<file path="src/wpcb_pkg.sv">
package wpcb_pkg;

	// Configuration port
	localparam int CFG_IDX_W = 2;
	localparam int CFG_DATA_W = 31;
	localparam logic [CFG_IDX_W-1:0] REG_WALL_THICKNESS = 2'd0;
	localparam logic [CFG_IDX_W-1:0] REG_ROOM_HEIGHT = 2'd1;
	localparam logic [CFG_DATA_W-1:0] WALL_THICKNESS_RESET = 31'd65536;
	localparam logic [CFG_DATA_W-1:0] ROOM_HEIGHT_RESET = 31'd196608;

	// Depth of the job queue between front and back
	localparam int JOB_QUEUE_DEPTH = 4;

	// Box kind codes as they appear on the result
	localparam logic [1:0] BOX_WALL = 2'd0;
	localparam logic [1:0] BOX_FLOOR = 2'd1;
	localparam logic [1:0] BOX_CEILING = 2'd2;

	localparam logic signed [31:0] COORD_MAX = 32'sh7FFF_FFFF;
	localparam logic signed [31:0] COORD_MIN = 32'sh8000_0000;

	typedef enum logic [1:0] {
		JOB_WALL = 2'd0,
		JOB_FLOOR = 2'd1,
		JOB_CEIL = 2'd2,
		JOB_ERR = 2'd3
	} job_kind_t;

	// A wall uses (x0,y0)->(x1,y1); a slab carries the bounding box as min (x0,y0), max (x1,y1).
	typedef struct packed {
		job_kind_t kind;
		logic signed [31:0] x0;
		logic signed [31:0] y0;
		logic signed [31:0] x1;
		logic signed [31:0] y1;
	} job_t;

	typedef struct packed {
		logic valid;
		job_t job;
	} job_push_t;

	// Saturate a wide signed value to the 32-bit signed range.
	function automatic logic signed [31:0] sat32(input logic signed [35:0] v);
		logic signed [31:0] r;
		if (v > 36'sd2147483647) begin
			r = COORD_MAX;
		end else if (v < -36'sd2147483648) begin
			r = COORD_MIN;
		end else begin
			r = v[31:0];
		end
		return r;
	endfunction

	function automatic logic signed [35:0] sx36(input logic signed [31:0] v);
		return {{4{v[31]}}, v};
	endfunction

endpackage

</file>
<file path="src/wpcb_front.sv">
module wpcb_front (
	input  logic clk,
	input  logic arst_n,
	input  logic in_valid,
	output logic in_stall,
	input  logic signed [31:0] vertex_x,
	input  logic signed [31:0] vertex_y,
	input  logic last_vertex,
	output wpcb_pkg::job_push_t push,
	input  logic queue_full
);
	import wpcb_pkg::*;

	// Pending jobs of the current vertex, lowest bit first
	localparam int P_ERR = 0;
	localparam int P_WALL = 1;
	localparam int P_CLOSE = 2;
	localparam int P_FLOOR = 3;
	localparam int P_CEIL = 4;

	logic signed [31:0] first_x_q, first_y_q, prev_x_q, prev_y_q;
	logic signed [31:0] min_x_q, min_y_q, max_x_q, max_y_q;
	logic [1:0] seen_q;
	logic [4:0] pend_q;

	// Operands captured at the accepting transaction
	logic signed [31:0] cur_x_q, cur_y_q, old_x_q, old_y_q, fst_x_q, fst_y_q;
	logic signed [31:0] bmin_x_q, bmin_y_q, bmax_x_q, bmax_y_q;

	logic accept;
	logic signed [31:0] nmin_x, nmin_y, nmax_x, nmax_y, nfirst_x, nfirst_y;
	logic [1:0] nseen;
	logic err;
	logic [4:0] grant;

	assign in_stall = |pend_q;
	assign accept = in_valid && !in_stall;

	// Running state as it stands after this vertex
	always_comb begin
		nmin_x = (vertex_x < min_x_q) ? vertex_x : min_x_q;
		nmin_y = (vertex_y < min_y_q) ? vertex_y : min_y_q;
		nmax_x = (vertex_x > max_x_q) ? vertex_x : max_x_q;
		nmax_y = (vertex_y > max_y_q) ? vertex_y : max_y_q;
		nfirst_x = (seen_q == 2'd0) ? vertex_x : first_x_q;
		nfirst_y = (seen_q == 2'd0) ? vertex_y : first_y_q;
		nseen = (seen_q == 2'd3) ? 2'd3 : seen_q + 2'd1;
		err = last_vertex && (nseen != 2'd3);
	end

	// The lowest pending job goes out when the queue has room
	assign grant = pend_q & (~pend_q + 5'd1);

	always_comb begin
		push.valid = (|pend_q) && !queue_full;
		push.job.kind = JOB_WALL;
		push.job.x0 = old_x_q;
		push.job.y0 = old_y_q;
		push.job.x1 = cur_x_q;
		push.job.y1 = cur_y_q;
		priority if (grant[P_ERR]) begin
			push.job.kind = JOB_ERR;
		end else if (grant[P_CLOSE]) begin
			push.job.x0 = cur_x_q;
			push.job.y0 = cur_y_q;
			push.job.x1 = fst_x_q;
			push.job.y1 = fst_y_q;
		end else if (grant[P_FLOOR] || grant[P_CEIL]) begin
			push.job.kind = grant[P_FLOOR] ? JOB_FLOOR : JOB_CEIL;
			push.job.x0 = bmin_x_q;
			push.job.y0 = bmin_y_q;
			push.job.x1 = bmax_x_q;
			push.job.y1 = bmax_y_q;
		end
	end

	// Polygon state and pending mask
	always_ff @(posedge clk or negedge arst_n) begin
		if (!arst_n) begin
			first_x_q <= '0;
			first_y_q <= '0;
			prev_x_q <= '0;
			prev_y_q <= '0;
			min_x_q <= COORD_MAX;
			min_y_q <= COORD_MAX;
			max_x_q <= COORD_MIN;
			max_y_q <= COORD_MIN;
			seen_q <= '0;
			pend_q <= '0;
		end else if (accept) begin
			if (last_vertex) begin
				first_x_q <= '0;
				first_y_q <= '0;
				prev_x_q <= '0;
				prev_y_q <= '0;
				min_x_q <= COORD_MAX;
				min_y_q <= COORD_MAX;
				max_x_q <= COORD_MIN;
				max_y_q <= COORD_MIN;
				seen_q <= '0;
			end else begin
				first_x_q <= nfirst_x;
				first_y_q <= nfirst_y;
				prev_x_q <= vertex_x;
				prev_y_q <= vertex_y;
				min_x_q <= nmin_x;
				min_y_q <= nmin_y;
				max_x_q <= nmax_x;
				max_y_q <= nmax_y;
				seen_q <= nseen;
			end
			pend_q[P_ERR] <= err;
			pend_q[P_WALL] <= !err && (nseen != 2'd1);
			pend_q[P_CLOSE] <= last_vertex && !err;
			pend_q[P_FLOOR] <= last_vertex && !err;
			pend_q[P_CEIL] <= last_vertex && !err;
		end else if (push.valid) begin
			pend_q <= pend_q & ~grant;
		end
	end

	// Job operands
	always_ff @(posedge clk) begin
		if (accept) begin
			cur_x_q <= vertex_x;
			cur_y_q <= vertex_y;
			old_x_q <= prev_x_q;
			old_y_q <= prev_y_q;
			fst_x_q <= nfirst_x;
			fst_y_q <= nfirst_y;
			bmin_x_q <= nmin_x;
			bmin_y_q <= nmin_y;
			bmax_x_q <= nmax_x;
			bmax_y_q <= nmax_y;
		end
	end

endmodule

</file>
<file path="config.mk">
export PLATFORM = sky130hd
export DESIGN_NAME = wpcb_front
export DESIGN_NICKNAME = d
export VERILOG_FILES = /design/src/wpcb_pkg.sv /design/src/wpcb_front.sv
export SDC_FILE = /design/constraint.sdc
export NUM_CORES = 1
export LEC_CHECK = 0
export BUFFER_PORTS_ARGS = -buffer_cell sky130_fd_sc_hd__buf_2
export CORE_MARGIN = 5
export CORE_UTILIZATION = 25
export CTS_CLUSTER_DIAMETER = 40
export CTS_CLUSTER_SIZE = 25
export DETAILED_ROUTE_END_ITERATION = 10
export HOLD_SLACK_MARGIN = 0.1
export PLACE_DENSITY_LB_ADDON = 0.12
export SETUP_SLACK_MARGIN = 0.05
export SKIP_CTS_REPAIR_TIMING = 1
export SLEW_MARGIN = 40
export SYNTH_ARGS = -nofsm -noshare
export SYNTH_HDL_FRONTEND = slang
export SYNTH_SLANG_ARGS = --single-unit
export TNS_END_PERCENT = 1
</file>
<file path="constraint.sdc">
create_clock -name clk -period 7.59 [get_ports clk]
set_input_delay 0.759 -clock clk [delete_from_list [all_inputs] [get_ports clk]]
set_output_delay 0.759 -clock clk [all_outputs]
set_load 0.02 [all_outputs]
</file>
## Word-level counts from Yosys, hierarchy flattened

Index checks and enable logic that the tools add are counted.
Widths: inputs -> output; s select.

- Flip-flop bits (word level): 583
- Logic and storage cells: 69

- Equality and inequality tests: 3
- $add $sub $neg: 2
- Multiplexer cells: 24
- Reduce and logical (&&, ||, !) cells: 12
- Bitwise gates (word level): 4
- $lt $le $gt $ge: 4

Operators with widths:

| cell | count |
|---|---|
| $mux 32 | 14 |
| $mux 128 | 2 |
| $mux 130 | 1 |
| $gt 32x32->1 | 2 |
| $lt 32x32->1 | 2 |
| $and 5x5->5 | 2 |
| $mux 2 | 5 |
| $mux 5 | 2 |
| $not 5->5 | 2 |
| $add 5x1->5 const B | 1 |
| $logic_and 1x1->1 | 5 |
| $reduce_or 5->1 | 1 |
| $logic_not 1->1 | 3 |
| $add 2x1->2 const B | 1 |
| $eq 2x2->1 const B | 1 |
| $logic_not 2->1 | 1 |
| $ne 2x1->1 const B | 1 |
| $ne 2x2->1 const B | 1 |
| $reduce_bool 2->1 | 1 |
| $logic_or 1x1->1 | 1 |

## Longest topological paths before layout

- Depth after elaboration: 7
- Mapped depth: 12
- Depth with buffers taken out: 9

## Worst setup path before layout

No wires, ideal clock.

- Path type: input-to-reg
- Start point: in in_valid
- End point: reg seen_q[1]
- Setup time: 0.320 ns
- Path slack: 1.567 ns
- Stages on the path: 6
- Data arrival time: 5.703 ns
- Buffers on the path: 3
- Path through: nand3_1 > inv_1 > clkbuf_1 > clkbuf_1 > buf_2 > a21oi_1

- Word-level cells in the longest chain between the ends: 1

Ends and longest elaborated chain:

| element | line | source |
|---|---|---|
| start: declaration | wpcb_front.sv:4 | `input logic in_valid,` |
| $logic_and 1x1->1 | wpcb_front.sv:37 | `assign accept = in_valid && !in_stall;` |
| net accept | wpcb_front.sv:30 | `logic accept;` |
| end signal: assignment | wpcb_front.sv:110 | `seen_q <= nseen;` |
| end: declaration | wpcb_front.sv:23 | `logic [1:0] seen_q;` |

The timed path passes the listed nets, and every way through them passes these cells.
A chain may end at the register's enable or synchronous reset.

==> PnR_summary.wiki <==
{| class="wikitable"
! Metric !! Value
|-
| Clock latency of the later-clocked register in the worst-skew pair || 0.66 ns
|-
| DRT Pass-1 Iters || 5
|-
| Maximum fanout encountered on the critical timing path || 47
|-
| Die Height || 341.6 um
|-
| Setup crit end kind || output port
|-
| Area share of the largest cell type after synthesis || around a third
|-
| Prevailing post-synth register cell || edfxtp_1
|-
| Average cell area after synthesis || 11.34 um^2
|-
| Unrepaired setup endpoints after global routing || no
|-
| CP cell instances || nor2_1, nand2_4, nand2_4, buf_4, nor2_1, nor2_1, buf_2
|-
| Type of the worst setup path || reg2out
|-
| Iter 0 DRT Violations || 1287
|-
| Number of flops mapped to enable cells by yosys || 320
|-
| Final Critical Period || roughly 4.4 ns
|-
| Die Outline Area || 116700 um^2
|-
| Gate Count Post-Synth || 2423
|-
| Instance count after placement with tap cells included || between 3000 and 4000
|-
| Worst setup startpoint || pend_q[0]
|-
| Count of different cell masters after synthesis || 52
|-
| Proportion of synthesized area in mux cells || 5.313%
|-
| Maximum buffer depth of the clock tree || 3
|-
| Lkg Pwr || 0.01471 uW
|-
| Layout overhead on the synthesized area || 23.32%
|-
| Final-report setup violation count || 0
|-
| Die outline width || 341.6 um
|-
| Detail Route Antenna Nets || 0
|-
| Fraction of layout cells with a size suffix above 1 || 23.66%
|-
| Peak VDD IR || 0.2845 mV
|-
| Total power divided by cell area || 522.8 nW/um^2
|-
| Number of I/O pins || between 200 and 250
|-
| Synth warnings || 0
|-
| CTS tree || built
|-
| Startpoint type of the worst setup path || register
|-
| Starting density of the core || 25.21%
|-
| Final-report max-slew violation count || 0
|-
| Top cell by count, worst path || nor2_1
|-
| CTS sink cnt || 583
|-
| Area share of fa/ha/maj cells after synthesis || 5.736%
|-
| Dominant combinational cell family by area after synthesis || compound AO/OA/AOI/OAI gates
|-
| Count of standard-cell rows || ~120
|-
| Critical R2R Launch || min_y_q[27]
|-
| Worst clock skew || between 0.03 and 0.04 ns
|-
| Average vias per placed instance || 4.776
|-
| Hold violation count in the final report || 0
|-
| Slowest cell on crit path || nand2_4
|-
| Async set-or-reset flop fraction in the synthesized netlist || 45.11%
|-
| Port Buffer Count || 200
|-
| Number of register bits inferred by synthesis || 583
|-
| Portion of the clock cycle consumed by the worst path in the final layout || approximately three fifths
|-
| Critical path's largest stage delay || roughly 0.72 ns
|-
| Number of buffers created by CTS || 111
|-
| Result of the run || complete, no violations
|-
| Simple-gate area share of the yosys netlist || roughly 12%
|-
| Cell types occupying the most area after synthesis || edfxtp_1 (35%), dfrtp_1 (18%), dfstp_2 (6.1%), ha_1 (5.7%), mux2_2 (5.0%)
|-
| Total number of nets in the final design || 2807
|-
| Sum of net half-perimeters after detailed placement || approximately 51 mm
|-
| Non-filler instance count after layout || 4125
|-
| Arrival time worst endpoint || 3.67 ns
|-
| Synth Net Count || 2618
|-
| Parity-gate share of the synthesized area counting xor and xnor cells || 0%
|-
| Clk Tree Root Cell || clkbuf_16
|-
| Area of all placed cells without fillers || 33890 um^2
|-
| Core Area || 109000 um^2
|-
| Clock transition at the registers of the reported paths || 0.05 ns
|-
| Total standard cell area after synthesis || roughly 27000 um^2
|-
| Overflow after GRT || 0
|-
| Compound-Gate Fraction of Synth Area || 13.91%
|-
| Post-detailed-routing wire length || 84.82 mm
|-
| Wire length of the first global-routing pass || 128.1 mm
|-
| Cell taking the most area after synthesis || edfxtp_1
|-
| Count of maximum capacitance violations || 0
|-
| Maximum number of pins on one net before global-route repair || 152
|-
| Least-Margin Pin Slew || about 0.88 ns
|-
| Final total negative setup slack || 0 ns
|-
| Routed length per placed instance || ~21 um
|-
| Hold wc startpoint || queue_full
|-
| Number of global-route vias before repair || 20280
|-
| Antenna violations before repair || 11
|-
| Level count of the clock H-tree || 3
|-
| Max Freq || 0.2255 GHz
|-
| Total cell area at the placement stage || between 20000 and 30000 um^2
|-
| Slew headroom || 41.38%
|-
| DR vias || a little under 20000
|-
| GRT Resource Usage Total || 14.14%
|-
| Routability congestion estimate from global placement || approximately 0.75
|-
| Tightest Hold Check Type || in2reg
|-
| DRC errors left || 0
|-
| Share of the yosys chip area belonging to registers || 59.20%
|-
| Crit path required time || 6.83 ns
|-
| Worst-case hold slack || between 0.3 and 0.4 ns
|}
-- per-stage QoR --
stage / setup WS (ns) / util, % / total power [uW]
after CTS: 2.932 / 31.00 / 18040
after detailed placement: 3.115 / 27.49 / 12940
after floorplan: 1.567 / - / 10560
after global placement: 3.084 / 27.44 / 12810
final: 3.156 / 31.09 / 17720
after global routing: 2.869 / 31.09 / 18890
-- synthesized netlist by cell type (all sizes together) (15+ instances only) --
master	n
ha	126
a21o	74
nand3	112
and3	62
buf	49
o21ai	95
dfrtp	199
nand4	15
nand2	209
nor2	282
clkbuf	110
dfstp	64
o22ai	190
o22a	57
a22oi	65
inv	134
a21oi	52
edfxtp	320
mux2	128
-- critical path, delay by kind of cell, from the launching register on --
| family | cells | cell delay [ns] |
|---|---|---|
| buffers and inverters | 2 | 0.80 |
| and+or+nand+nor | 5 | 1.71 |
| DFF | 1 | 0.45 |
-- cell usage in the layout, fill, tap and decap left out, types with 111 or more instances in the layout --
cell,synthesis,layout
inv_1,134,132
o22ai_1,190,190
nand2_1,209,207
ha_1,126,126
nand3_1,112,111
clkbuf_16,0,113
dfrtp_1,199,199
nor2_1,282,281
edfxtp_1,320,320
mux2_2,123,123
buf_2,20,198
-- cell type report --
cell class,instances,area [um^2]
tap,1414,1769
timing repair buffer,235,1423
sequential,583,16270
clock buffer,129,2948
multi-input combinational,1547,10090
inverter,134,515.5
fill,11000,75110
antenna,2,5.005
clock inverter,81,870.8
-- cells by family after synthesis --
family          after synthesis
compound gates              571
flops                       583
mux                         128
simple gates                722
buf+inv                     293
fa+ha+maj                   126
-- path summary, 6_finish.rpt --
| check | cells after the start | endpoint | slack [ns] |
|---|---|---|---|
| max | 7 | push[4] | 3.16 |
| min reg2reg | 0 | old_y_q[13] | 0.44 |
| min in group asynchronous | 2 | prev_y_q[6] | 0.54 |
| min | 3 | pend_q[2] | 0.39 |
| max in group asynchronous | 5 | min_x_q[11] | 5.52 |
| max reg2reg | 9 | bmin_y_q[3] | 3.62 |
-- power breakdown --
| group | total, uW | switching (uW) | internal [uW] |
|---|---|---|---|
| Combinational | 6990 | 4580 | 2410 |
| Clock | 4970 | 1780 | 3190 |
| Sequential | 5760 | 580 | 5180 |
| Total | 17700 | 6940 | 10800 |
-- per-layer routing --
metal	GRT usage (%)	up-vias	part of all wire, %
met1	19.96	9845	48
li1	-	9306	-
met2	22.55	419	46
met5	0	-	0.024
met3	2.093	128	4.1
met4	4.230	2	2.2
Power figures use the tool's default switching activity.
