[config.mk]
export PLATFORM = sky130hd
export DESIGN_NAME = wpcb_queue
export DESIGN_NICKNAME = d
export VERILOG_FILES = /design/src/wpcb_pkg.sv /design/src/wpcb_queue.sv
export SDC_FILE = /design/constraint.sdc
export NUM_CORES = 1
export LEC_CHECK = 0
export ABC_AREA = 1
export BUFFER_PORTS_ARGS = -buffer_cell sky130_fd_sc_hd__buf_2
export CORE_MARGIN = 2
export CORE_UTILIZATION = 40
export CTS_CLUSTER_DIAMETER = 200
export DETAILED_ROUTE_END_ITERATION = 16
export PLACE_DENSITY_LB_ADDON = 0.3
export SLEW_MARGIN = 25
export SYNTH_ARGS = -nofsm -noshare
export SYNTH_HDL_FRONTEND = slang
export SYNTH_SLANG_ARGS = --single-unit
[constraint.sdc]
create_clock -name clk -period 6.4 [get_ports clk]
set_input_delay 0.96 -clock clk [delete_from_list [all_inputs] [get_ports clk]]
set_output_delay 0.96 -clock clk [all_outputs]
set_load 0.03 [all_outputs]
[src/wpcb_pkg.sv]
package wpcb_pkg;

	// Configuration port
	localparam int CFG_IDX_W = 2;
	localparam int CFG_DATA_W = 31;
	localparam logic [CFG_IDX_W-1:0] REG_WALL_THICKNESS = 2'd0;
	localparam logic [CFG_IDX_W-1:0] REG_ROOM_HEIGHT = 2'd1;
	localparam logic [CFG_DATA_W-1:0] WALL_THICKNESS_RESET = 31'd65536;
	localparam logic [CFG_DATA_W-1:0] ROOM_HEIGHT_RESET = 31'd196608;

	// Depth of the job queue between front and back
	localparam int JOB_QUEUE_DEPTH = 4;

	// Box kind codes as they appear on the result
	localparam logic [1:0] BOX_WALL = 2'd0;
	localparam logic [1:0] BOX_FLOOR = 2'd1;
	localparam logic [1:0] BOX_CEILING = 2'd2;

	localparam logic signed [31:0] COORD_MAX = 32'sh7FFF_FFFF;
	localparam logic signed [31:0] COORD_MIN = 32'sh8000_0000;

	typedef enum logic [1:0] {
		JOB_WALL = 2'd0,
		JOB_FLOOR = 2'd1,
		JOB_CEIL = 2'd2,
		JOB_ERR = 2'd3
	} job_kind_t;

	// A wall uses (x0,y0)->(x1,y1); a slab carries the bounding box as min (x0,y0), max (x1,y1).
	typedef struct packed {
		job_kind_t kind;
		logic signed [31:0] x0;
		logic signed [31:0] y0;
		logic signed [31:0] x1;
		logic signed [31:0] y1;
	} job_t;

	typedef struct packed {
		logic valid;
		job_t job;
	} job_push_t;

	// Saturate a wide signed value to the 32-bit signed range.
	function automatic logic signed [31:0] sat32(input logic signed [35:0] v);
		logic signed [31:0] r;
		if (v > 36'sd2147483647) begin
			r = COORD_MAX;
		end else if (v < -36'sd2147483648) begin
			r = COORD_MIN;
		end else begin
			r = v[31:0];
		end
		return r;
	endfunction

	function automatic logic signed [35:0] sx36(input logic signed [31:0] v);
		return {{4{v[31]}}, v};
	endfunction

endpackage

[src/wpcb_queue.sv]
module wpcb_queue #(
	parameter int DEPTH = wpcb_pkg::JOB_QUEUE_DEPTH
) (
	input  logic clk,
	input  logic arst_n,
	input  wpcb_pkg::job_push_t push,
	output logic full,
	output logic pop_valid,
	output wpcb_pkg::job_t pop_job,
	input  logic pop
);
	import wpcb_pkg::*;

	localparam int PTR_W = (DEPTH > 1) ? $clog2(DEPTH) : 1;
	localparam int CNT_W = $clog2(DEPTH + 1);

	job_t entry_q [DEPTH];
	logic [PTR_W-1:0] wr_ptr_q, rd_ptr_q;
	logic [CNT_W-1:0] count_q;

	assign full = (count_q == CNT_W'(DEPTH));
	assign pop_valid = (count_q != '0);
	assign pop_job = entry_q[rd_ptr_q];

	function automatic logic [PTR_W-1:0] next_ptr(input logic [PTR_W-1:0] p);
		return (p == PTR_W'(DEPTH - 1)) ? '0 : p + 1'b1;
	endfunction

	// Pointers and fill level
	always_ff @(posedge clk or negedge arst_n) begin
		if (!arst_n) begin
			wr_ptr_q <= '0;
			rd_ptr_q <= '0;
			count_q <= '0;
		end else begin
			if (push.valid) begin
				wr_ptr_q <= next_ptr(wr_ptr_q);
			end
			if (pop) begin
				rd_ptr_q <= next_ptr(rd_ptr_q);
			end
			if (push.valid && !pop) begin
				count_q <= count_q + 1'b1;
			end else if (pop && !push.valid) begin
				count_q <= count_q - 1'b1;
			end
		end
	end

	// Entry storage
	always_ff @(posedge clk) begin
		if (push.valid) begin
			entry_q[wr_ptr_q] <= push.job;
		end
	end

	a_no_overflow: assert property (@(posedge clk) disable iff (!arst_n) !(push.valid && full))
		else $error("job pushed into a full queue");
	a_no_underflow: assert property (@(posedge clk) disable iff (!arst_n) !(pop && !pop_valid))
		else $error("job popped from an empty queue");

endmodule

==> Word-level counts from Yosys, hierarchy flattened <==
Memory sizes are Yosys's and may differ from the RTL's.
Cells that the tools add are included.
{ "totals": {"mem_bits_rw": 520, "mem_count": 1, "elab_cells": 23, "out_inout_bits": 132, "inputBits": 134, "reg_bits": 7} }
{ "mem_list": {"columns": ["name", "depth", "word_bits", "read_ports", "rd_ports_with_merged_regs", "wr", "line", "source"], "rows": [
  ["entry_q", 4, 130, 1, 0, 1, "wpcb_queue.sv:17", "job_t entry_q [DEPTH];"]
]} }
{ "classes": {"addsub": 4, "muxes": 6, "n_eq_ne": 3, "n_reduce_logical": 6} }
{ "ops": {"columns": ["cell", "count"], "rows": [
  ["$mux 3", 2],
  ["$add 2x1->2 const B", 2],
  ["$eq 2x2->1 const B", 2],
  ["$mux 2", 2],
  ["$add 3x1->3 const B", 1],
  ["$eq 3x3->1 const B", 1],
  ["$reduce_bool 3->1", 1],
  ["$sub 3x1->3 const B", 1],
  ["$logic_and 1x1->1", 2],
  ["$logic_not 1->1", 2],
  ["$mux 1", 2],
  ["$reduce_bool 2->1", 1]
]} }

==> Depth between registers and ports, before layout <==
Gate-level depths: netlist of the first run.
{ "logic_depth": {"word_depth": 4, "ltp_mapped": 9, "mapped_depth_nobuf": 9} }

==> Worst setup path before layout of the first run <==
Ideal clock, no wire load.
{ "synth_timing": {"path_kind": "input to register", "start": "in push[130] (netlist bit)", "end": "mem entry_q[3][0] (netlist bit), enable pin", "slack_ps": 2409, "cell_stages": 2, "required_ps": 5917, "arrival_ps": 3508, "n_path_buf": 0, "setup_time_ps": 483, "cell_sequence": "nand2_1 > inv_1"} }
{ "synth_via": {"elab_chain_len": 2} }
{ "synth_rtl": {"columns": ["element", "line", "source"], "rows": [
  ["start: declaration", "wpcb_queue.sv:6", "input wpcb_pkg::job_push_t push,"],
  ["$mux 1", "wpcb_queue.sv:52", "if (push.valid) begin"],
  ["$mux 1 (not written as such)", "wpcb_queue.sv:53", "entry_q[wr_ptr_q] <= push.job;"],
  ["end: declaration", "wpcb_queue.sv:17", null]
]} }
Every way passes these cells.

==> flow_summary.yaml, run 1 <==
placement:
  place_area_um2: 22940
  place_hpwl_mm: 24.08
  dp_slack_ns: 3.062
  portBuffers: 265
  placedCellCount: 2451
  gp_congestion: 0.7324
pwr:
  cellPowerDensity_nw_per_um2: 479.1
  power_frac_seq_pct: 38.5
  p_sw_w: 0.004538
  p_clk_share_pct: 26.3
  irDropWorstVdd_uv: 352.4
  p_int_w: 0.007303
  power_frac_comb_pct: 35.2
  p_leak_nw: 9.922
  netSwitchingFraction_pct: 38.33
grt:
  grt_usage_pct: 15.38
  grt_pass1_wl_mm: 66.50
  grt_max_degree: 274
  grt_pass1_vias: 11780
  antenna_found_initial: 11
  grt.overflow.total: 0
synth:
  avgSynthCellArea_um2: 13.62
  synth_fa_ha_area_share_pct: 0.4448
  yosysSeqAreaShare_pct: 73.86
  synth_largest_area_cell: "edfxtp_1"
  synthTopCellsByCount: "520 x edfxtp_1, 406 x nand2_1, 271 x inv_1, 230 x o211ai_1, 53 x buf_6"
  yosysUniqueCellTypes: 21
  synth_warnings: 0
  synth_xor_area_share_pct: 0.04097
  syn_nets: 1711
  synth_seq_cells: 527
  syn_inst: 1570
  syn_area_um2: 21380
  synthMuxAreaShare_pct: 0
  yosysTopAreaCellShare_pct: 73.04
  synthFlopType: "edfxtp_1"
  synth.most_common_cell: "edfxtp_1"
  synth_top_family_by_area: "compound AO/OA/AOI/OAI gates"
  synth_area_leaders: "edfxtp_1 73%, o211ai_1 8.1%, nand2_1 7.1%, inv_1 4.8%, buf_6 2.8%"
  synth_compound_area_share_pct: 9.926
  synthSimpleGateAreaFrac_pct: 7.257
  async_flop_share_pct: 1.328
  synth-edff-count: 520
critical_path:
  startpoint_type: "register"
  cp_max_fo: 273
  end_kind: "output port"
  cp.arrival_ns: 3.16
  path_cells: "inv_16 -> buf_12 -> nand2_1 -> o211ai_2 -> nand2_1 -> buf_2"
  r2r-start: "wr_ptr_q[0]"
  r2r-end: "entry_q[0][86]"
  crit_path_top_delay_cell: "inv_16"
  crit_path_max_incr_delay_ns: 0.57
  r2r_cells: 5
  cp.depth: 6
  critPathTopFamily: "buffers and inverters"
  path_buf_inv: 3
  crit_type: "register to output port"
  cp.required_ns: 5.44
  crit_top_cell: "nand2_1"
  r2r_slack_ns: 3.80
die:
  io_pins: 266
  dieArea_um2: 55310
  die_w_um: 235.2
  initial_core_util_pct: 40.60
  die_height_um: 235.2
  core_area_um2: 52660
  rows: 84
status:
  outcome: "finished, final reports clean"
sta:
  finalCriticalPeriod_ns: 4.121
  drv_slew: 0
  max_slew_margin_pct: 33.13
  hold_violations: 0
  worstMarginPinSlew_ns: 1.003
  setup_slack_ns: 2.279
  fin_tns_setup_ns: 0
  post-route-period-util_pct: 64.40
  rsz0062_at_grt: "false"
  clock_skew_ns: 0.01643
  setup_viol_count_final: 0
  fmax_mhz: 242.6
route:
  vias: 12140
  detail-route-antenna-nets: 0
  vias_per_cell: 4.742
  wire_per_inst_um: 16.97
  wl_mm: 43.43
  first_pass_iters: 5
  drt_iter0_drc: 594
  drc: 0
worst_hold_path:
  min_path_type: "input port to asynchronous set/reset pin"
clock_network:
  clkSinkCount: 527
  cts_made_buffers: 56
  path_clk_slew_ns: 0.06
  cts_root_buf: "clkbuf_16"
  clock_latency_ns: 0.60
  cts_resized: 0
  clockBufferDepth: 3
  htreeDepth: 2
  holdBufCountCts: 0
  cts_setup_buffers: 0
  cts_tree: "built"
finish:
  post-route-cell-area_um2: 24710
  finalNonFillerCells: 2559
  area_delta_synth_final_pct: 15.60
  final_core_util_pct: 46.93
  nNetsFinal: 1962
  drive_above_1_share_pct: 20.79
run:
  drv_cap: 0
-- how the worst max path moves through the flow --
stage	to	startpoint	slack (ns)
after floorplan	entry_q[3][0]	push[130]	2.41
after global placement	pop_job[74]	rd_ptr_q[0]	3.14
after detailed placement	pop_job[74]	rd_ptr_q[0]	3.06
after CTS	pop_job[121]	rd_ptr_q[0]	2.38
after global routing	pop_job[121]	rd_ptr_q[0]	2.08
final	pop_job[113]	rd_ptr_q[0]	2.28
-- cell usage in the layout (no fill, tap or decap) --
| cell type | instances |
|---|---|
| buf_12 | 1 |
| buf_2 | 265 |
| buf_4 | 13 |
| bufinv_16 | 5 |
| clkbuf_1 | 15 |
| clkbuf_16 | 57 |
| clkinv_1 | 16 |
| clkinv_2 | 5 |
| clkinvlp_4 | 2 |
| dfrtp_1 | 6 |
| dfrtp_4 | 1 |
| diode_2 | 5 |
| edfxtp_1 | 520 |
| fa_1 | 1 |
| ha_1 | 6 |
| inv_1 | 267 |
| inv_16 | 1 |
| inv_6 | 8 |
| nand2_1 | 406 |
| nand3_1 | 1 |
| nand4_1 | 1 |
| nor2_1 | 3 |
| nor3_1 | 1 |
| o211ai_1 | 230 |
| o211ai_2 | 30 |
| o21ai_0 | 3 |
| o21ai_1 | 1 |
| xnor2_1 | 1 |
-- logic make-up (layout without fill, tap and decap cells) --
| kind of cell | Yosys count | in the layout |
|---|---|---|
| other cells | 0 | 5 |
| xor+xnor | 1 | 1 |
| compound gates | 264 | 264 |
| simple gates | 412 | 412 |
| flops | 527 | 527 |
| buf+inv | 359 | 655 |
| fa+ha+maj | 7 | 7 |
-- power groups by stage --
| stage | Combinational (W) | Clock [W] | Sequential (W) |
|---|---|---|---|
| 6_report | 0.00417 | 0.00311 | 0.00456 |
| 5_1_grt | 0.00455 | 0.00331 | 0.00461 |
| 4_1_cts | 0.00426 | 0.00319 | 0.00456 |
| 3_5_place_dp | 0.00425 | 0 | 0.00464 |
| 3_3_place_gp | 0.00421 | 0 | 0.00462 |
| 2_1_floorplan | 0.00323 | 0 | 0.00466 |
-- sequential cells by signal, summed over array words and instances (netlist names) --
| name | cells |
|---|---|
| rd_ptr_q | 2 |
| entry_q | 520 |
| count_q | 3 |
| wr_ptr_q | 2 |
-- layout make-up --
| class | count | area [µm²] |
|---|---|---|
| fillers | 4653 | 27940 |
| clock buffers | 72 | 1483 |
| well taps | 688 | 860.8 |
| repair buffers | 279 | 1444 |
| flip-flops and latches | 527 | 15790 |
| multi-input cells | 684 | 3777 |
| diodes | 5 | 12.51 |
| inverters | 273 | 1066 |
| clock inverters | 31 | 276.5 |
-- routing by layer --
| layer | global-route usage, % | up-vias | share of wire, % |
|---|---|---|---|
| li1 | - | 5999 | - |
| met1 | 18.81 | 5781 | 42 |
| met2 | 25.91 | 253 | 48 |
| met3 | 5.136 | 84 | 7.1 |
| met4 | 4.526 | 18 | 2.2 |
| met5 | 0 | - | 0.26 |
-- worst register-to-register path, delay by kind of cell, from the launching register on --
| kind | cells | cell delay (ns) |
|---|---|---|
| AND/OR/NAND/NOR | 1 | 0.10 |
| adder cells (fa/ha/maj) | 1 | 0.16 |
| flip-flops | 1 | 0.41 |
| buffers and inverters | 3 | 1.53 |
-- per-stage QoR --
step / hold WS [ns] / power (W)
final: 0.2156 / 0.01184
after global routing: 0.1862 / 0.01247
after CTS: 0.1786 / 0.01202
after detailed placement: 0.4640 / 0.008887
after global placement: 0.4533 / 0.008822
after floorplan: 0.4417 / 0.007886
Note: power is estimated with default switching activity, not from simulation.
==> run 2, diff against run 1 <==
==> constraint.sdc (replaced) <==
create_clock -name clk -period 4.15 [get_ports clk]
set_input_delay 0.6225 -clock clk [delete_from_list [all_inputs] [get_ports clk]]
set_output_delay 0.6225 -clock clk [all_outputs]
set_load 0.03 [all_outputs]
==> run 2 against run 1 <==
Wire length rose by 0.37%. Clock skew decreased by 0.0010 ns. Worst setup slack got worse by 1.4 ns. Largest power group unchanged.
==> flow_summary.yaml, run 2 (synthesis gave the netlist of run 1 again) <==
worst_hold_path:
  min_from: "push[112]"
  min_path_type: "input port to register"
finish:
  drive_above_1_share_pct: 21.46
  fillCellCount: 4684
  final_cell_mix: "520 x edfxtp_1, 406 x nand2_1, 267 x inv_1"
  final_core_util_pct: 47.22
  area_delta_synth_final_pct: 16.30
  final_common_cell: "edfxtp_1"
  finalNonFillerCells: 2560
  largest_register_ffs: 520
  nNetsFinal: 1969
  top_regs: "entry_q (520), count_q (3)"
  top_register: "entry_q"
pwr:
  irDropWorstVdd_uv: 490.5
  cellPowerDensity_nw_per_um2: 737.6
  p_leak_nw: 9.984
critical_path:
  cp_max_fo: 226
  cp.arrival_ns: 2.66
  startpoint: "rd_ptr_q[0]"
  end_kind: "output port"
  cp.required_ns: 3.53
  critPathTopFamily: "buffers and inverters"
  crit_top_cell: "nand2_1"
  path_buf_inv: 3
  path_cells: "inv_16 -> buf_12 -> nand2_1 -> o211ai_1 -> nand2_1 -> buf_2"
  startpoint_type: "register"
  crit_type: "register to output port"
  r2r-start: "wr_ptr_q[0]"
  crit_path_top_delay_cell: "inv_16"
  crit_path_max_incr_delay_ns: 0.51
status:
  outcome: "finished, final reports clean"
clock_network:
  cts_root_buf: "clkbuf_16"
  cts_resized: 0
  clkSinkCount: 527
  cts_tree: "built"
  holdBufCountCts: 1
  clockBufferDepth: 3
  htreeDepth: 2
  path_clk_slew_ns: 0.06
  cts_made_buffers: 56
  cts_setup_buffers: 0
  clock_latency_ns: 0.60
sta:
  finalCriticalPeriod_ns: 3.279
  post-route-period-util_pct: 79.01
  worstMarginPinSlew_ns: 0.8966
  setup_viol_count_final: 0
  fmax_mhz: 305.0
  hold_violations: 0
  max_slew_margin_pct: 40.23
  clock_skew_ns: 0.01543
  fin_tns_setup_ns: 0
  drv_slew: 0
  rsz0062_at_grt: "false"
route:
  drc: 0
  vias_per_cell: 4.759
  detail-route-antenna-nets: 0
  wire_per_inst_um: 17.03
  vias: 12180
  drt_iter0_drc: 683
  first_pass_iters: 5
  wl_mm: 43.59
placement:
  place_hpwl_mm: 24.37
  portBuffers: 265
  placedCellCount: 2457
  gp_congestion: 0.7129
grt:
  antenna_found_initial: 9
  grt_pass1_vias: 12090
  grt_usage_pct: 15.70
  grt_max_degree: 227
  grt.overflow.total: 0
  grt_pass1_wl_mm: 67.64
die:
  rows: 84
  initial_core_util_pct: 40.60
  die_height_um: 235.2
  die_w_um: 235.2
  core_area_um2: 52660
  dieArea_um2: 55310
  io_pins: 266
run:
  drv_cap: 0
[run 2: path summary, 6_finish.rpt]
path / to / cells past startpoint / slack, ns
min: entry_q[1][112] / 1 / 0.24
max: pop_job[73] / 6 / 0.87
max reg2reg: entry_q[2][67] / 5 / 1.97
min in group asynchronous: wr_ptr_q[1] / 2 / 0.44
min reg2reg: count_q[2] / 2 / 0.48
max in group asynchronous: rd_ptr_q[1] / 2 / 3.52
[run 2: area by class of cell]
class	instances	area, µm²	area share, %
diodes	3	7.507	0.03019
clock buffers	65	1456	5.858
clock inverters	34	302.8	1.218
inverters	273	1066	4.287
multi-input cells	684	3777	15.19
flip-flops and latches	527	15790	63.52
well taps	688	860.8	3.462
repair buffers	286	1599	6.431
[run 2: stage by stage]
stage                     hold slack (ns)  cell area [µm²]  total power, W  setup slack (ns)
after floorplan                    0.3269            21380         0.01216            0.4963
after global placement             0.4557            23090         0.01371             1.534
after detailed placement           0.4710            23090         0.01381             1.481
after CTS                          0.1903            24860         0.01864            0.8228
after global routing               0.2130            24860         0.01937            0.6467
final                              0.2405            24860         0.01834            0.8712
[run 2: metal layers]
| metal | part of all wire (%) | global-route usage, % | wire length, µm |
|---|---|---|---|
| met1 | 43 | 19.54 | 18570 |
| met2 | 49 | 27.01 | 21550 |
| met3 | 5.9 | 3.999 | 2578 |
| met4 | 1.9 | 4.603 | 823 |
| met5 | 0.17 | 0 | 72 |
[run 2: where the power goes]
group          internal (W)  total [W]  switching (W)
clock network       0.00281    0.00479        0.00198
registers           0.00682    0.00702       0.000205
logic               0.00170    0.00653        0.00482
==> run 3, diff against run 2 <==
==> constraint.sdc (replaced) <==
create_clock -name clk -period 2.9 [get_ports clk]
set_input_delay 0.435 -clock clk [delete_from_list [all_inputs] [get_ports clk]]
set_output_delay 0.435 -clock clk [all_outputs]
set_load 0.03 [all_outputs]
==> run 3 against run 2 <==
Count of clock-buffer cells in the layout increased by 7. Utilization grew 0.65 points. Non-clock buffer count rose by 11. Worst setup slack worse by 0.68 ns. Register-to-register slack worse by 1.2 ns. First-iteration DRC count decreased by 16%. Power grew 46%. Critical path type unchanged. Highest routed layer unchanged.
==> flow_summary.yaml, run 3 (synthesis gave the netlist of run 1 again) <==
clock_network:
  cts_setup_buffers: 0
  path_clk_slew_ns: 0.06
  clkSinkCount: 527
  cts_made_buffers: 56
  clock_latency_ns: 0.59
  clockBufferDepth: 3
  htreeDepth: 2
  cts_tree: "built"
  cts_root_buf: "clkbuf_16"
route:
  vias_per_cell: 4.813
  drt_iter0_drc: 576
  drc: 0
  detail-route-antenna-nets: 0
  wl_mm: 44.10
  first_pass_iters: 4
  vias: 12410
  wire_per_inst_um: 17.11
sta:
  hold_violations: 0
  fin_tns_setup_ns: 0
  finalCriticalPeriod_ns: 2.713
  drv_slew: 0
  fmax_mhz: 368.6
  setup_viol_count_final: 0
  max_slew_margin_pct: 39.21
  rsz0062_at_grt: "false"
  post-route-period-util_pct: 93.55
  worstMarginPinSlew_ns: 0.9119
  fin_hold_ws_ns: 0.06130
  clock_skew_ns: 0.01376
die:
  initial_core_util_pct: 40.60
  core_area_um2: 52660
  dieArea_um2: 55310
  die_w_um: 235.2
  die_height_um: 235.2
  rows: 84
  io_pins: 266
critical_path:
  cp.required_ns: 2.47
  cp.arrival_ns: 2.28
  crit_type: "register to output port"
  r2r_cells: 5
  r2r-end: "entry_q[0][39]"
  startpoint_type: "register"
  startpoint: "rd_ptr_q[0]"
  r2r-start: "wr_ptr_q[0]"
  end_kind: "output port"
  cp_max_fo: 75
  r2r_slack_ns: 0.82
worst_hold_path:
  worstHoldEndpoint: "entry_q[3][82]"
  min_from: "push[82]"
  hold_path_depth: 1
  min_path_type: "input port to register"
finish:
  multi_input_comb_area_um2: 3797
  regArea_um2: 15800
  area_delta_synth_final_pct: 17.90
  final_cell_mix: "520 x edfxtp_1, 402 x nand2_1, 265 x inv_1, 265 x buf_2, 230 x o211ai_1"
  fillCellCount: 4613
  top_register: "entry_q"
  post-route-cell-area_um2: 25210
  drive_above_1_share_pct: 22.97
  largest_register_ffs: 520
  final_common_cell: "edfxtp_1"
  top_regs: "entry_q (520), count_q (3)"
  nNetsFinal: 1981
grt:
  grt.overflow.total: 0
  grt_pass1_wl_mm: 68.41
  grt_pass1_vias: 12150
  grt_max_degree: 132
  antenna_found_initial: 8
  grt_usage_pct: 15.64
placement:
  place_area_um2: 23300
  place_hpwl_mm: 24.46
  gp_congestion: 0.7187
  portBuffers: 265
pwr:
  cellPowerDensity_nw_per_um2: 1062
  irDropWorstVdd_uv: 937.5
  p_leak_nw: 10.12
run:
  drv_cap: 0
status:
  outcome: "finished, final reports clean"
## run 3: power breakdown
| part | leakage, nW | switching (W) | internal, W | total (W) |
|---|---|---|---|---|
| Combinational | 4.34 | 0.00700 | 0.00262 | 0.00962 |
| Sequential | 4.86 | 0.000310 | 0.00976 | 0.0101 |
| Clock | 0.916 | 0.00283 | 0.00426 | 0.00709 |
## run 3: metrics by stage
stage	total power (W)	util [%]	worst slack, ns	std cells
6_report	0.02678	47.87	0.1872	2578
5_1_grt	0.02828	47.86	0.03100	2575
4_1_cts	0.02715	47.80	0.04303	2572
3_5_place_dp	0.01999	44.24	0.6940	2468
3_3_place_gp	0.01984	44.24	0.7242	2468
2_1_floorplan	0.01737	-	-0.07883	1570
## run 3: timing repair
action                     CTS  global route
hold buffers                 1             0
resized for setup            0             2
setup endpoints to repair    0            39
hold endpoints to repair     7             0
## run 3: layer usage
layer	wire length, µm	global-route usage [%]	part of all wire (%)
met3	2627	4.116	6.0
met1	19080	19.98	43
met5	46	0	0.10
met4	861	4.622	2.0
met2	21490	26.19	49
## run 3: worst max-delay path, stage by stage, from the launching register on
cell and delay, ns:
dfrtp_2 0.58, clkinv_16 0.25, buf_12 0.27, nand2_1 0.09, o211ai_1 0.09, nand2_1 0.16, buf_2 0.21
## run 3: worst max path at each step
stage                                end  cells after the start  slack [ns]
after floorplan            entry_q[0][0]                      4       -0.08
after global placement    entry_q[0][37]                      4        0.72
after detailed placement    pop_job[102]                      6        0.69
after CTS                    pop_job[92]                      5        0.04
after global routing        pop_job[112]                      6        0.03
final                        pop_job[92]                      6        0.19
## run 3: area by class of cell
| cell class | count | area share, % |
|---|---|---|
| timing repair inverter | 1 | 0.04467 |
| antenna | 5 | 0.04964 |
| timing repair buffer | 297 | 7.118 |
| clock inverter | 31 | 1.157 |
| sequential | 527 | 62.66 |
| inverter | 273 | 4.249 |
| multi-input combinational | 684 | 15.07 |
| clock buffer | 72 | 6.239 |
| tap | 688 | 3.415 |
